`src/rtl/ssr_pkg.sv`:
```
// shared types and constants for the stream substring replace block
// operation word passed from the front end to the back end through the queue
// no dependencies
package ssr_pkg;

  // default sizes
  localparam int PATTERN_MAX_DEF = 8;
  localparam int ALIAS_MAX_DEF   = 8;
  localparam int QUEUE_DEPTH_DEF = 4;

  // config port
  localparam int CFG_INDEX_W = 2;
  localparam int CFG_DATA_W  = 64;
  localparam int LEN_W       = 4;
  localparam int BYTES_W     = 64;

  typedef enum logic [CFG_INDEX_W-1:0] {
    REG_PATTERN_LENGTH = 2'd0,
    REG_PATTERN_BYTES  = 2'd1,
    REG_ALIAS_LENGTH   = 2'd2,
    REG_ALIAS_BYTES    = 2'd3
  } reg_index_t;

  // front end sequencer states
  typedef enum logic {
    FR_RUN,
    FR_FLUSH
  } front_state_t;

  // operation kinds carried to the back end
  typedef enum logic [1:0] {
    OP_BYTE,
    OP_ALIAS,
    OP_MARK
  } op_kind_t;

  typedef struct packed {
    op_kind_t    kind;
    logic [7:0]  data;
    logic        done;
  } ssr_op_t;

endpackage

```
`src/rtl/ssr_front.sv`:
```
// front end: accepts characters, keeps the match window, classifies each step
// pushes at most one operation word per cycle into the queue, none while it is full; uses ssr_pkg
module ssr_front #(
  parameter int PATTERN_MAX = ssr_pkg::PATTERN_MAX_DEF,
  parameter int CNT_W       = $clog2(PATTERN_MAX + 1)
) (
  input  logic                        clk,
  input  logic                        rst,
  input  logic [CNT_W-1:0]            plen,
  input  logic                        alen_zero,
  input  logic [ssr_pkg::BYTES_W-1:0] pattern_bytes,
  input  logic                        in_valid,
  output logic                        in_stall,
  input  logic [7:0]                  char_in,
  input  logic                        end_of_string,
  input  logic                        q_full,
  output logic                        q_push,
  output ssr_pkg::ssr_op_t            q_op
);
  import ssr_pkg::*;

  front_state_t     state;
  front_state_t     state_next;
  logic [7:0]       win [PATTERN_MAX];
  logic [7:0]       win_next [PATTERN_MAX];
  logic [CNT_W-1:0] count;
  logic [CNT_W-1:0] count_next;
  logic             emitted;
  logic             emitted_next;
  logic             hold;
  logic             hold_next;
  logic [7:0]       hold_ch;
  logic             hold_eos;

  logic [7:0]       win_sh [PATTERN_MAX];
  logic [7:0]       w_ins [PATTERN_MAX];
  logic [7:0]       w_ins_sh [PATTERN_MAX];
  logic [7:0]       w_look [PATTERN_MAX];
  logic [CNT_W-1:0] cnt_ins;
  logic             ins_match;
  logic             look_match;
  logic             cur_valid;
  logic [7:0]       cur_ch;
  logic             cur_eos;
  logic             step_go;
  logic             word_end;
  logic             go_flush;

  // current word: the held one while a word needs further steps, else the input
  assign cur_valid = hold || in_valid;
  assign cur_ch    = hold ? hold_ch : char_in;
  assign cur_eos   = hold ? hold_eos : end_of_string;

  // candidate windows: shifted, with the new character, and the lookahead after a drop
  always_comb begin
    for (int k = 0; k < PATTERN_MAX; k++) begin
      win_sh[k] = (k < PATTERN_MAX - 1) ? win[(k + 1) % PATTERN_MAX] : win[k];
      w_ins[k]  = (CNT_W'(k) == count) ? cur_ch : win[k];
      w_look[k] = (CNT_W'(k) == plen - CNT_W'(1)) ? cur_ch : win_sh[k];
    end
    for (int k = 0; k < PATTERN_MAX; k++) begin
      w_ins_sh[k] = (k < PATTERN_MAX - 1) ? w_ins[(k + 1) % PATTERN_MAX] : w_ins[k];
    end
  end

  assign cnt_ins = count + CNT_W'(1);

  // byte compare against the pattern, one lane per window slot
  always_comb begin
    ins_match  = 1'b1;
    look_match = 1'b1;
    for (int k = 0; k < PATTERN_MAX; k++) begin
      if (CNT_W'(k) < plen) begin
        if (w_ins[k] != pattern_bytes[8*k +: 8]) begin
          ins_match = 1'b0;
        end
        if (w_look[k] != pattern_bytes[8*k +: 8]) begin
          look_match = 1'b0;
        end
      end
    end
  end

  assign step_go = cur_valid && !q_full;

  // step outputs: queue word, window update, end of the current word
  always_comb begin
    q_push     = 1'b0;
    q_op.kind  = OP_BYTE;
    q_op.data  = win[0];
    q_op.done  = 1'b0;
    word_end   = 1'b0;
    go_flush   = 1'b0;
    win_next   = win;
    count_next = count;
    if (step_go) begin
      case (state)
        FR_RUN: begin
          if (count >= plen) begin
            // pattern got shorter: drop oldest bytes before the new one enters
            q_push     = 1'b1;
            q_op.done  = cur_eos && (count == plen) && look_match && alen_zero;
            win_next   = win_sh;
            count_next = count - CNT_W'(1);
          end else if (cnt_ins == plen) begin
            if (ins_match) begin
              count_next = '0;
              word_end   = 1'b1;
              if (!alen_zero) begin
                q_push    = 1'b1;
                q_op.kind = OP_ALIAS;
                q_op.done = cur_eos;
              end else if (cur_eos && !emitted) begin
                q_push    = 1'b1;
                q_op.kind = OP_MARK;
                q_op.data = 8'd0;
                q_op.done = 1'b1;
              end
            end else begin
              q_push     = 1'b1;
              q_op.data  = w_ins[0];
              q_op.done  = cur_eos && (plen == CNT_W'(1));
              win_next   = w_ins_sh;
              count_next = plen - CNT_W'(1);
              if (cur_eos && plen != CNT_W'(1)) begin
                go_flush = 1'b1;
              end else begin
                word_end = 1'b1;
              end
            end
          end else begin
            win_next   = w_ins;
            count_next = cnt_ins;
            if (cur_eos) begin
              go_flush = 1'b1;
            end else begin
              word_end = 1'b1;
            end
          end
        end
        FR_FLUSH: begin
          // end of string: drain the window one byte per cycle while the queue is not full
          q_push     = 1'b1;
          q_op.done  = (count == CNT_W'(1));
          win_next   = win_sh;
          count_next = count - CNT_W'(1);
          word_end   = (count == CNT_W'(1));
        end
        default: begin
          q_push = 1'b0;
        end
      endcase
    end
  end

  // input is taken on the first step of a word; a longer step holds it
  assign in_stall = hold || q_full;

  // sequencer next state
  always_comb begin
    state_next = state;
    case (state)
      FR_RUN: begin
        if (go_flush) begin
          state_next = FR_FLUSH;
        end
      end
      FR_FLUSH: begin
        if (word_end) begin
          state_next = FR_RUN;
        end
      end
      default: begin
        state_next = FR_RUN;
      end
    endcase
  end

  // tracks whether the current word already produced output
  always_comb begin
    emitted_next = emitted;
    if (word_end) begin
      emitted_next = 1'b0;
    end else if (q_push) begin
      emitted_next = 1'b1;
    end
  end

  // held word flag: set while a word needs more than one step
  always_comb begin
    hold_next = hold;
    if (word_end) begin
      hold_next = 1'b0;
    end else if (step_go) begin
      hold_next = 1'b1;
    end
  end

  // control registers
  always_ff @(posedge clk) begin
    if (rst) begin
      state   <= FR_RUN;
      count   <= '0;
      emitted <= 1'b0;
      hold    <= 1'b0;
    end else begin
      state   <= state_next;
      count   <= count_next;
      emitted <= emitted_next;
      hold    <= hold_next;
    end
  end

  // held word payload, captured at the accepting edge
  always_ff @(posedge clk) begin
    if (step_go && !hold) begin
      hold_ch  <= char_in;
      hold_eos <= end_of_string;
    end
  end

  // window storage
  always_ff @(posedge clk) begin
    win <= win_next;
  end

endmodule

```
`src/rtl/ssr_queue.sv`:
```
// short first-in first-out queue of operation words between front and back end
// uses ssr_pkg for the word type
module ssr_queue #(
  parameter int DEPTH = ssr_pkg::QUEUE_DEPTH_DEF
) (
  input  logic             clk,
  input  logic             rst,
  input  logic             push,
  input  ssr_pkg::ssr_op_t push_op,
  output logic             full,
  input  logic             pop,
  output ssr_pkg::ssr_op_t head,
  output logic             empty
);
  import ssr_pkg::*;

  localparam int PTR_W = (DEPTH > 1) ? $clog2(DEPTH) : 1;
  localparam int CNT_W = $clog2(DEPTH + 1);

  ssr_op_t          mem [DEPTH];
  logic [PTR_W-1:0] wr_ptr;
  logic [PTR_W-1:0] rd_ptr;
  logic [CNT_W-1:0] fill;
  logic             do_push;
  logic             do_pop;

  assign full    = (fill == CNT_W'(DEPTH));
  assign empty   = (fill == '0);
  assign do_push = push && !full;
  assign do_pop  = pop && !empty;
  assign head    = mem[rd_ptr];

  // storage
  always_ff @(posedge clk) begin
    if (do_push) begin
      mem[wr_ptr] <= push_op;
    end
  end

  // pointers and fill level
  always_ff @(posedge clk) begin
    if (rst) begin
      wr_ptr <= '0;
      rd_ptr <= '0;
      fill   <= '0;
    end else begin
      if (do_push) begin
        wr_ptr <= (wr_ptr == PTR_W'(DEPTH - 1)) ? '0 : wr_ptr + PTR_W'(1);
      end
      if (do_pop) begin
        rd_ptr <= (rd_ptr == PTR_W'(DEPTH - 1)) ? '0 : rd_ptr + PTR_W'(1);
      end
      if (do_push && !do_pop) begin
        fill <= fill + CNT_W'(1);
      end else if (do_pop && !do_push) begin
        fill <= fill - CNT_W'(1);
      end
    end
  end

endmodule

```
`src/rtl/ssr_back.sv`:
```
// back end: expands operation words into output words, alias bursts byte by byte
// owns the output register; uses ssr_pkg
module ssr_back #(
  parameter int ALIAS_MAX = ssr_pkg::ALIAS_MAX_DEF,
  parameter int ALEN_W    = $clog2(ALIAS_MAX + 1)
) (
  input  logic                        clk,
  input  logic                        rst,
  input  logic [ALEN_W-1:0]           alen,
  input  logic [ssr_pkg::BYTES_W-1:0] alias_bytes,
  input  logic                        q_empty,
  input  ssr_pkg::ssr_op_t            q_head,
  output logic                        q_pop,
  output logic                        out_valid,
  input  logic                        out_stall,
  output logic [7:0]                  char_out,
  output logic                        char_valid,
  output logic                        string_done
);
  import ssr_pkg::*;

  localparam int AIDX_W = (ALIAS_MAX > 1) ? $clog2(ALIAS_MAX) : 1;

  logic [AIDX_W-1:0] idx;
  logic              load;
  logic              alias_last;
  logic [7:0]        alias_byte;

  // output register takes a new word when empty or being drained
  assign load       = !q_empty && (!out_valid || !out_stall);
  assign alias_last = ((ALEN_W'(idx) + ALEN_W'(1)) == alen);
  assign alias_byte = alias_bytes[idx*8 +: 8];
  assign q_pop      = load && ((q_head.kind != OP_ALIAS) || alias_last);

  // output valid
  always_ff @(posedge clk) begin
    if (rst) begin
      out_valid <= 1'b0;
    end else if (load) begin
      out_valid <= 1'b1;
    end else if (!out_stall) begin
      out_valid <= 1'b0;
    end
  end

  // alias burst position
  always_ff @(posedge clk) begin
    if (rst) begin
      idx <= '0;
    end else if (load && q_head.kind == OP_ALIAS) begin
      idx <= alias_last ? '0 : idx + AIDX_W'(1);
    end
  end

  // output payload
  always_ff @(posedge clk) begin
    if (load) begin
      case (q_head.kind)
        OP_ALIAS: begin
          char_out    <= alias_byte;
          char_valid  <= 1'b1;
          string_done <= q_head.done && alias_last;
        end
        OP_MARK: begin
          char_out    <= 8'd0;
          char_valid  <= 1'b0;
          string_done <= 1'b1;
        end
        default: begin
          char_out    <= q_head.data;
          char_valid  <= 1'b1;
          string_done <= q_head.done;
        end
      endcase
    end
  end

endmodule

```
`src/rtl/stream_substring_replace_unit.sv`:
```
// stream substring replace: find-and-replace on a byte stream, non-overlapping
// path: the first result of a word goes through the queue and then the output register;
//   it comes later while the queue holds older words or when it comes from an end-of-string flush
// throughput: one character per cycle while the queue is not full and no word is held;
//   the back end emits an alias burst one byte per output word; a word holds the input
//   while it drops bytes from a shortened window or flushes them at end of string
// reset: synchronous, clears sequencer, queue, output valid and config registers (pattern
//   length goes to 1); window contents stay undefined until written
module stream_substring_replace_unit #(
  parameter int PATTERN_MAX = ssr_pkg::PATTERN_MAX_DEF,
  parameter int ALIAS_MAX   = ssr_pkg::ALIAS_MAX_DEF,
  parameter int QUEUE_DEPTH = ssr_pkg::QUEUE_DEPTH_DEF
) (
  input  logic                           clk,
  input  logic                           rst,
  input  logic                           cfg_we,
  input  logic [ssr_pkg::CFG_INDEX_W-1:0] cfg_index,
  input  logic [ssr_pkg::CFG_DATA_W-1:0]  cfg_data,
  input  logic                           in_valid,
  output logic                           in_stall,
  input  logic [7:0]                     char_in,
  input  logic                           end_of_string,
  output logic                           out_valid,
  input  logic                           out_stall,
  output logic [7:0]                     char_out,
  output logic                           char_valid,
  output logic                           string_done
);
  import ssr_pkg::*;

  localparam int CNT_W  = $clog2(PATTERN_MAX + 1);
  localparam int ALEN_W = $clog2(ALIAS_MAX + 1);

  logic [LEN_W-1:0]   pattern_length;
  logic [BYTES_W-1:0] pattern_bytes;
  logic [LEN_W-1:0]   alias_length;
  logic [BYTES_W-1:0] alias_bytes;
  logic [CNT_W-1:0]   plen;
  logic [ALEN_W-1:0]  alen;
  logic               q_push;
  logic               q_pop;
  logic               q_full;
  logic               q_empty;
  ssr_op_t            q_in;
  ssr_op_t            q_head;

  // configuration registers
  always_ff @(posedge clk) begin
    if (rst) begin
      pattern_length <= LEN_W'(1);
      pattern_bytes  <= '0;
      alias_length   <= '0;
      alias_bytes    <= '0;
    end else if (cfg_we) begin
      case (reg_index_t'(cfg_index))
        REG_PATTERN_LENGTH: pattern_length <= cfg_data[LEN_W-1:0];
        REG_PATTERN_BYTES:  pattern_bytes  <= cfg_data[BYTES_W-1:0];
        REG_ALIAS_LENGTH:   alias_length   <= cfg_data[LEN_W-1:0];
        REG_ALIAS_BYTES:    alias_bytes    <= cfg_data[BYTES_W-1:0];
        default: begin
          pattern_length <= pattern_length;
        end
      endcase
    end
  end

  // effective lengths: pattern clamped to 1..max, alias saturated at max
  always_comb begin
    if (pattern_length == '0) begin
      plen = CNT_W'(1);
    end else if (pattern_length > LEN_W'(PATTERN_MAX)) begin
      plen = CNT_W'(PATTERN_MAX);
    end else begin
      plen = pattern_length[CNT_W-1:0];
    end
    if (alias_length > LEN_W'(ALIAS_MAX)) begin
      alen = ALEN_W'(ALIAS_MAX);
    end else begin
      alen = alias_length[ALEN_W-1:0];
    end
  end

  ssr_front #(
    .PATTERN_MAX (PATTERN_MAX),
    .CNT_W       (CNT_W)
  ) u_front (
    .clk           (clk),
    .rst           (rst),
    .plen          (plen),
    .alen_zero     (alen == '0),
    .pattern_bytes (pattern_bytes),
    .in_valid      (in_valid),
    .in_stall      (in_stall),
    .char_in       (char_in),
    .end_of_string (end_of_string),
    .q_full        (q_full),
    .q_push        (q_push),
    .q_op          (q_in)
  );

  ssr_queue #(
    .DEPTH (QUEUE_DEPTH)
  ) u_queue (
    .clk     (clk),
    .rst     (rst),
    .push    (q_push),
    .push_op (q_in),
    .full    (q_full),
    .pop     (q_pop),
    .head    (q_head),
    .empty   (q_empty)
  );

  ssr_back #(
    .ALIAS_MAX (ALIAS_MAX),
    .ALEN_W    (ALEN_W)
  ) u_back (
    .clk         (clk),
    .rst         (rst),
    .alen        (alen),
    .alias_bytes (alias_bytes),
    .q_empty     (q_empty),
    .q_head      (q_head),
    .q_pop       (q_pop),
    .out_valid   (out_valid),
    .out_stall   (out_stall),
    .char_out    (char_out),
    .char_valid  (char_valid),
    .string_done (string_done)
  );

  // front never writes into a full queue
  assert property (@(posedge clk) disable iff (rst) q_push |-> !q_full)
    else $error("push into full queue");

  // back never reads an empty queue
  assert property (@(posedge clk) disable iff (rst) q_pop |-> !q_empty)
    else $error("pop from empty queue");

  // a word without a character is always a bare end marker
  assert property (@(posedge clk) disable iff (rst)
    (out_valid && !char_valid) |-> (string_done && char_out == 8'd0))
    else $error("bare word is not an end marker");

endmodule
```
`config.mk`:
```
export PLATFORM = sky130hd
export DESIGN_NAME = stream_substring_replace_unit
export DESIGN_NICKNAME = d
export VERILOG_FILES = /design/src/rtl/ssr_pkg.sv /design/src/rtl/ssr_front.sv /design/src/rtl/ssr_queue.sv /design/src/rtl/ssr_back.sv /design/src/rtl/stream_substring_replace_unit.sv
export SDC_FILE = /design/constraint.sdc
export NUM_CORES = 1
export LEC_CHECK = 0
export BUFFER_PORTS_ARGS = -buffer_cell sky130_fd_sc_hd__buf_2
export CORE_AREA = 2 2 207 209
export CTS_CLUSTER_SIZE = 8
export DETAILED_ROUTE_END_ITERATION = 10
export DIE_AREA = 0 0 209 211
export GPL_ROUTABILITY_DRIVEN = 0
export GPL_TIMING_DRIVEN = 0
export MAX_ROUTING_LAYER = met4
export SYNTH_ARGS = -nofsm -noshare
export SYNTH_HDL_FRONTEND = slang
export SYNTH_SLANG_ARGS = --single-unit
```
`constraint.sdc`:
```
create_clock -name clk -period 17.4 [get_ports clk]
set_input_delay 4.35 -clock clk [delete_from_list [all_inputs] [get_ports clk]]
set_output_delay 4.35 -clock clk [all_outputs]
set_load 0.02 [all_outputs]
```
==> impl_results.html <==
<table>
<tr><th>Metric</th><th>Value</th></tr>
<tr><th colspan="2">Run status</th></tr>
<tr><td>Outcome</td><td>completed</td></tr>
<tr><th colspan="2">Power</th></tr>
<tr><td>Clock share of power</td><td>20.2%</td></tr>
<tr><td>Register share of total power</td><td>32.9%</td></tr>
<tr><td>Power per Cell Area</td><td>~190 mW/mm^2</td></tr>
<tr><td>Cell-internal power</td><td>between 2 and 2.5 mW</td></tr>
<tr><td>Switching portion of total power</td><td>a little over two fifths</td></tr>
<tr><td>Part of the power in combinational logic</td><td>a little under half</td></tr>
<tr><td>Static leakage</td><td>6.38 nW</td></tr>
<tr><td>Peak supply drop</td><td>0.0986 mV</td></tr>
<tr><td>Final total power</td><td>roughly 3.6 mW</td></tr>
<tr><td>Net switching component of the power</td><td>roughly 1.6 mW</td></tr>
<tr><th colspan="2">Layout</th></tr>
<tr><td>Total number of nets in the final design</td><td>2133</td></tr>
<tr><td>Layout area overhead</td><td>14.2%</td></tr>
<tr><td>Fraction of final layout cells sized beyond drive strength 1</td><td>9.89%</td></tr>
<tr><td>Most used cells in the layout excluding fill and tap cells</td><td>sky130_fd_sc_hd__nand2_1 (312), sky130_fd_sc_hd__a21oi_1 (266), sky130_fd_sc_hd__dfxtp_1 (156)</td></tr>
<tr><td>Most common library cell in the layout ignoring fill and taps</td><td>sky130_fd_sc_hd__nand2_1</td></tr>
<tr><th colspan="2">GRT</th></tr>
<tr><td>Number of antenna violations at the first check in global routing</td><td>1</td></tr>
<tr><td>Number of global-route vias before repair</td><td>about 15000</td></tr>
<tr><td>Overall global routing resource usage</td><td>28.0%</td></tr>
<tr><td>Maximum number of pins on one net before global-route repair</td><td>26</td></tr>
<tr><td>Remaining Overflow, GRT</td><td>0</td></tr>
<tr><td>Wire length of the first global-routing pass</td><td>about 91 mm</td></tr>
<tr><th colspan="2">Synthesis</th></tr>
<tr><td>Number of enable-type register cells in the synthesized netlist</td><td>127</td></tr>
<tr><td>Number of storage elements in the synthesis netlist</td><td>283</td></tr>
<tr><td>Synthesized netlist net count</td><td>approximately 2000</td></tr>
<tr><td>Post-Syn Instances</td><td>1891</td></tr>
<tr><td>Seq/Total Area, Yosys</td><td>42.0%</td></tr>
<tr><td>Leading post-synthesis cells by cell area</td><td>sky130_fd_sc_hd__edfxtp_1 (23%), sky130_fd_sc_hd__dfxtp_1 (19%), sky130_fd_sc_hd__a21oi_1 (8.1%)</td></tr>
<tr><td>Main synth FF type</td><td>sky130_fd_sc_hd__dfxtp_1</td></tr>
<tr><td>Synth area leader</td><td>sky130_fd_sc_hd__edfxtp_1</td></tr>
<tr><td>Share of flip-flops with an asynchronous set or reset</td><td>0%</td></tr>
<tr><td>Distinct cell type count of the synthesized netlist</td><td>77</td></tr>
<tr><td>Post-Synthesis Mean Instance Area</td><td>8.74 sq um</td></tr>
<tr><td>Synth Cell Area</td><td>0.0165 sq mm</td></tr>
<tr><td>Area share of the leading cell type in the synthesized netlist</td><td>23.1%</td></tr>
<tr><td>Count of synthesis-stage warnings from yosys</td><td>0</td></tr>
<tr><th colspan="2">Die</th></tr>
<tr><td>Floorplan Core Area</td><td>around 0.042 sq mm</td></tr>
<tr><td>Count of pins on the block boundary</td><td>92</td></tr>
<tr><td>Starting density of the core</td><td>39.6%</td></tr>
<tr><td>Standard-cell rows</td><td>75</td></tr>
<tr><td>Die area</td><td>0.0441 sq mm</td></tr>
<tr><td>Height of the die</td><td>211 um</td></tr>
<tr><td>Chip Width</td><td>between 200 and 250 um</td></tr>
<tr><th colspan="2">Critical path</th></tr>
<tr><td>CP Launch Type</td><td>input port</td></tr>
<tr><td>Register-to-register setup slack</td><td>between 10 and 15 ns</td></tr>
<tr><td>Arrival time at the worst endpoint</td><td>8.59 ns</td></tr>
<tr><td>Critical path class</td><td>input port to register</td></tr>
<tr><td>Count of cells along the worst register-to-register path</td><td>16</td></tr>
<tr><td>Crit Reg-Reg Startpoint</td><td>pattern_length[3]</td></tr>
<tr><td>Required time of the critical path</td><td>roughly 18 ns</td></tr>
<tr><td>Terminus of the critical flop-to-flop path</td><td>u_queue.fill[2]</td></tr>
<tr><td>Crit-path max FO</td><td>25</td></tr>
<tr><td>Worst setup EP type</td><td>register</td></tr>
<tr><th colspan="2">Clock tree</th></tr>
<tr><td>Clock insertion delay at the later pin of the skew report</td><td>0.55 ns</td></tr>
<tr><td>Longest Clk Path Bufs</td><td>3</td></tr>
<tr><td>Num Clock Sinks</td><td>283</td></tr>
<tr><td>Root buffer cell</td><td>sky130_fd_sc_hd__clkbuf_16</td></tr>
<tr><td>Number of hold buffers added after CTS</td><td>0</td></tr>
<tr><td>Number of gates resized after CTS</td><td>0</td></tr>
<tr><td>Number of post-CTS setup repair buffers</td><td>0</td></tr>
<tr><td>Depth of the CTS H-tree</td><td>2</td></tr>
<tr><td>Number of CTS-inserted buffers</td><td>41</td></tr>
<tr><td>CTS tree</td><td>yes</td></tr>
<tr><td>Clock Pin Slew Worst Setup and Hold Paths</td><td>0.05 ns</td></tr>
<tr><th colspan="2">Worst hold path</th></tr>
<tr><td>End of the worst hold path</td><td>alias_bytes[8]</td></tr>
<tr><td>Hold wc startpoint</td><td>alias_bytes[8]</td></tr>
<tr><td>Hold Path Cell Cnt</td><td>2</td></tr>
<tr><td>Worst hold path class</td><td>register to register</td></tr>
<tr><th colspan="2">Routing</th></tr>
<tr><td>Number of vias in the routed layout</td><td>16000</td></tr>
<tr><td>Post-detailed-routing wire length</td><td>61.4 mm</td></tr>
<tr><td>First-pass iteration count of the detailed router</td><td>7</td></tr>
<tr><td>Antenna-violating nets left</td><td>0</td></tr>
<tr><td>Wire per inst</td><td>23.8 um</td></tr>
<tr><td>Initial DRC Count</td><td>2177</td></tr>
<tr><td>Routed via count divided by cell count</td><td>just over 6</td></tr>
<tr><td>Number of design rule violations left after detail routing</td><td>0</td></tr>
<tr><th colspan="2">STA</th></tr>
<tr><td>Time the worst path needs with I/O delays and setup</td><td>8.30 ns</td></tr>
<tr><td>Headroom to the max-slew limit</td><td>between 20 and 25%</td></tr>
<tr><td>Final Hold Slack</td><td>0.454 ns</td></tr>
<tr><td>FMAX</td><td>121 MHz</td></tr>
<tr><td>Count of final setup violators</td><td>0</td></tr>
<tr><td>Final-report hold violation count</td><td>0</td></tr>
<tr><td>Clock skew</td><td>0.0156 ns</td></tr>
<tr><td>Period utilisation layout</td><td>47.7%</td></tr>
<tr><td>Final setup TNS</td><td>0 ns</td></tr>
<tr><td>Slew at the pin closest to its max-slew limit</td><td>around 1.2 ns</td></tr>
<tr><td>Final-report max-slew violation count</td><td>0</td></tr>
<tr><td>RSZ-0062 raised after global routing</td><td>no</td></tr>
<tr><th colspan="2">Placed design</th></tr>
<tr><td>Port Buffers</td><td>90</td></tr>
<tr><td>Post-DP HPWL</td><td>45.6 mm</td></tr>
<tr><th colspan="2">Flow run</th></tr>
<tr><td>Max-capacitance violation count</td><td>0</td></tr>
</table>
[cells by family (layout without fill, tap and decap cells)]
family | Yosys count | count (layout) | share of synthesized area (%)
AOI/OAI and AO/OA | 592 | 592 | 22.6
xor gates and xnor gates | 112 | 112 | 5.94
adders and majority gates | 26 | 26 | 2.01
buffers and inverters | 208 | 359 | 4.98
DFF | 283 | 283 | 42.0
muxes | 68 | 68 | 6.75
other | 0 | 1 | 0
and+or+nand+nor | 602 | 602 | 15.7
[cell usage after synthesis (all sizes together), types with 11 or more instances]
| master | count |
|---|---|
| nor4 | 24 |
| mux2i | 33 |
| xor2 | 35 |
| o22a | 35 |
| a31oi | 18 |
| nand2 | 313 |
| mux4 | 27 |
| inv | 67 |
| nand2b | 11 |
| xnor2 | 77 |
| o21ai | 45 |
| a21oi | 267 |
| nor2b | 14 |
| buf | 32 |
| ha | 25 |
| a22oi | 16 |
| a211oi | 75 |
| edfxtp | 127 |
| o22ai | 56 |
| clkbuf | 109 |
| dfxtp | 156 |
| nor3 | 19 |
| and2 | 15 |
| nand3 | 18 |
| nor2 | 152 |
[power groups by stage]
stage | registers, mW | logic (mW) | clock network, mW
final | 1.18 | 1.68 | 0.723
after global routing | 1.18 | 1.80 | 0.762
after CTS | 1.17 | 1.63 | 0.732
after detailed placement | 1.18 | 1.62 | 0
after global placement | 1.18 | 1.57 | 0
after floorplan | 1.11 | 1.13 | 0
[per-stage QoR]
stage | setup slack (ns) | area, sq um | utilization, % | cells
after floorplan | 8.41 | 16500 | - | 1891
after global placement | 5.93 | 17700 | 42.3 | 2520
after detailed placement | 8.79 | 17700 | 42.5 | 2523
after CTS | 9.35 | 18900 | 45.2 | 2581
after global routing | 8.99 | 18900 | 45.2 | 2582
final | 9.10 | 18900 | 45.2 | 2582
[flip-flops by register name (all words and copies together) (netlist names), named ones only]
| name | flops |
|---|---|
| alias_bytes | 64 |
| pattern_bytes | 64 |
| u_front.win | 64 |
| u_queue.mem | 44 |
| u_back.char_out | 8 |
| u_front.hold_ch | 8 |
| alias_length | 4 |
| pattern_length | 4 |
| u_front.count | 4 |
| u_back.idx | 3 |
| u_queue.fill | 3 |
| u_queue.rd_ptr | 2 |
| u_queue.wr_ptr | 2 |
| u_back.char_valid | 1 |
| u_back.out_valid | 1 |
| u_back.string_done | 1 |
| u_front.emitted | 1 |
| u_front.hold | 1 |
| u_front.hold_eos | 1 |
| u_front.state | 1 |
[routing by layer]
metal	track usage (%)	vias to the layer above	wire length [um]	part of all wire, %
li1	-	7150	-	-
met1	35.6	7594	24500	40
met2	42.9	1017	27100	44
met3	7.70	260	7130	12
met4	10.0	0	2640	4.3
met5	-	-	0	0
[worst max-delay path by stage]
stage          startpoint               to  slack [ns]  cells past startpoint
2_1_floorplan  char_in[1]  u_front.win[10]        8.41                     10
3_3_place_gp   char_in[0]   u_front.win[8]        5.93                     11
3_5_place_dp   char_in[2]  u_queue.fill[2]        8.79                     16
4_1_cts        char_in[2]  u_queue.fill[2]        9.35                     16
5_1_grt        char_in[0]  u_queue.fill[2]        8.99                     15
6_report       char_in[5]  u_front.win[10]        9.10                     13
[worst max-delay path, stage by stage]
cell                       delay [ns]
sky130_fd_sc_hd__buf_2           0.13
sky130_fd_sc_hd__mux2i_4         0.40
sky130_fd_sc_hd__clkbuf_1        0.87
sky130_fd_sc_hd__xnor2_1         0.13
sky130_fd_sc_hd__nor4_1          0.59
sky130_fd_sc_hd__o22a_1          0.21
sky130_fd_sc_hd__nand4_1         0.12
sky130_fd_sc_hd__nor3_2          0.32
sky130_fd_sc_hd__buf_4           0.26
sky130_fd_sc_hd__clkbuf_1        0.47
sky130_fd_sc_hd__a21oi_4         0.28
sky130_fd_sc_hd__buf_16          0.26
sky130_fd_sc_hd__buf_12          0.17
[area by class of cell]
cell class,instances,area [sq um]
fillers,4013,22900
repair buffers,93,509
multi-input cells,1400,8780
clock inverters,3,51.3
diodes,1,2.50
inverters,67,251
clock buffers,55,1090
well taps,539,674
flip-flops and latches,283,6940
plain buffers,141,572
(Power assumes the default switching activity.)
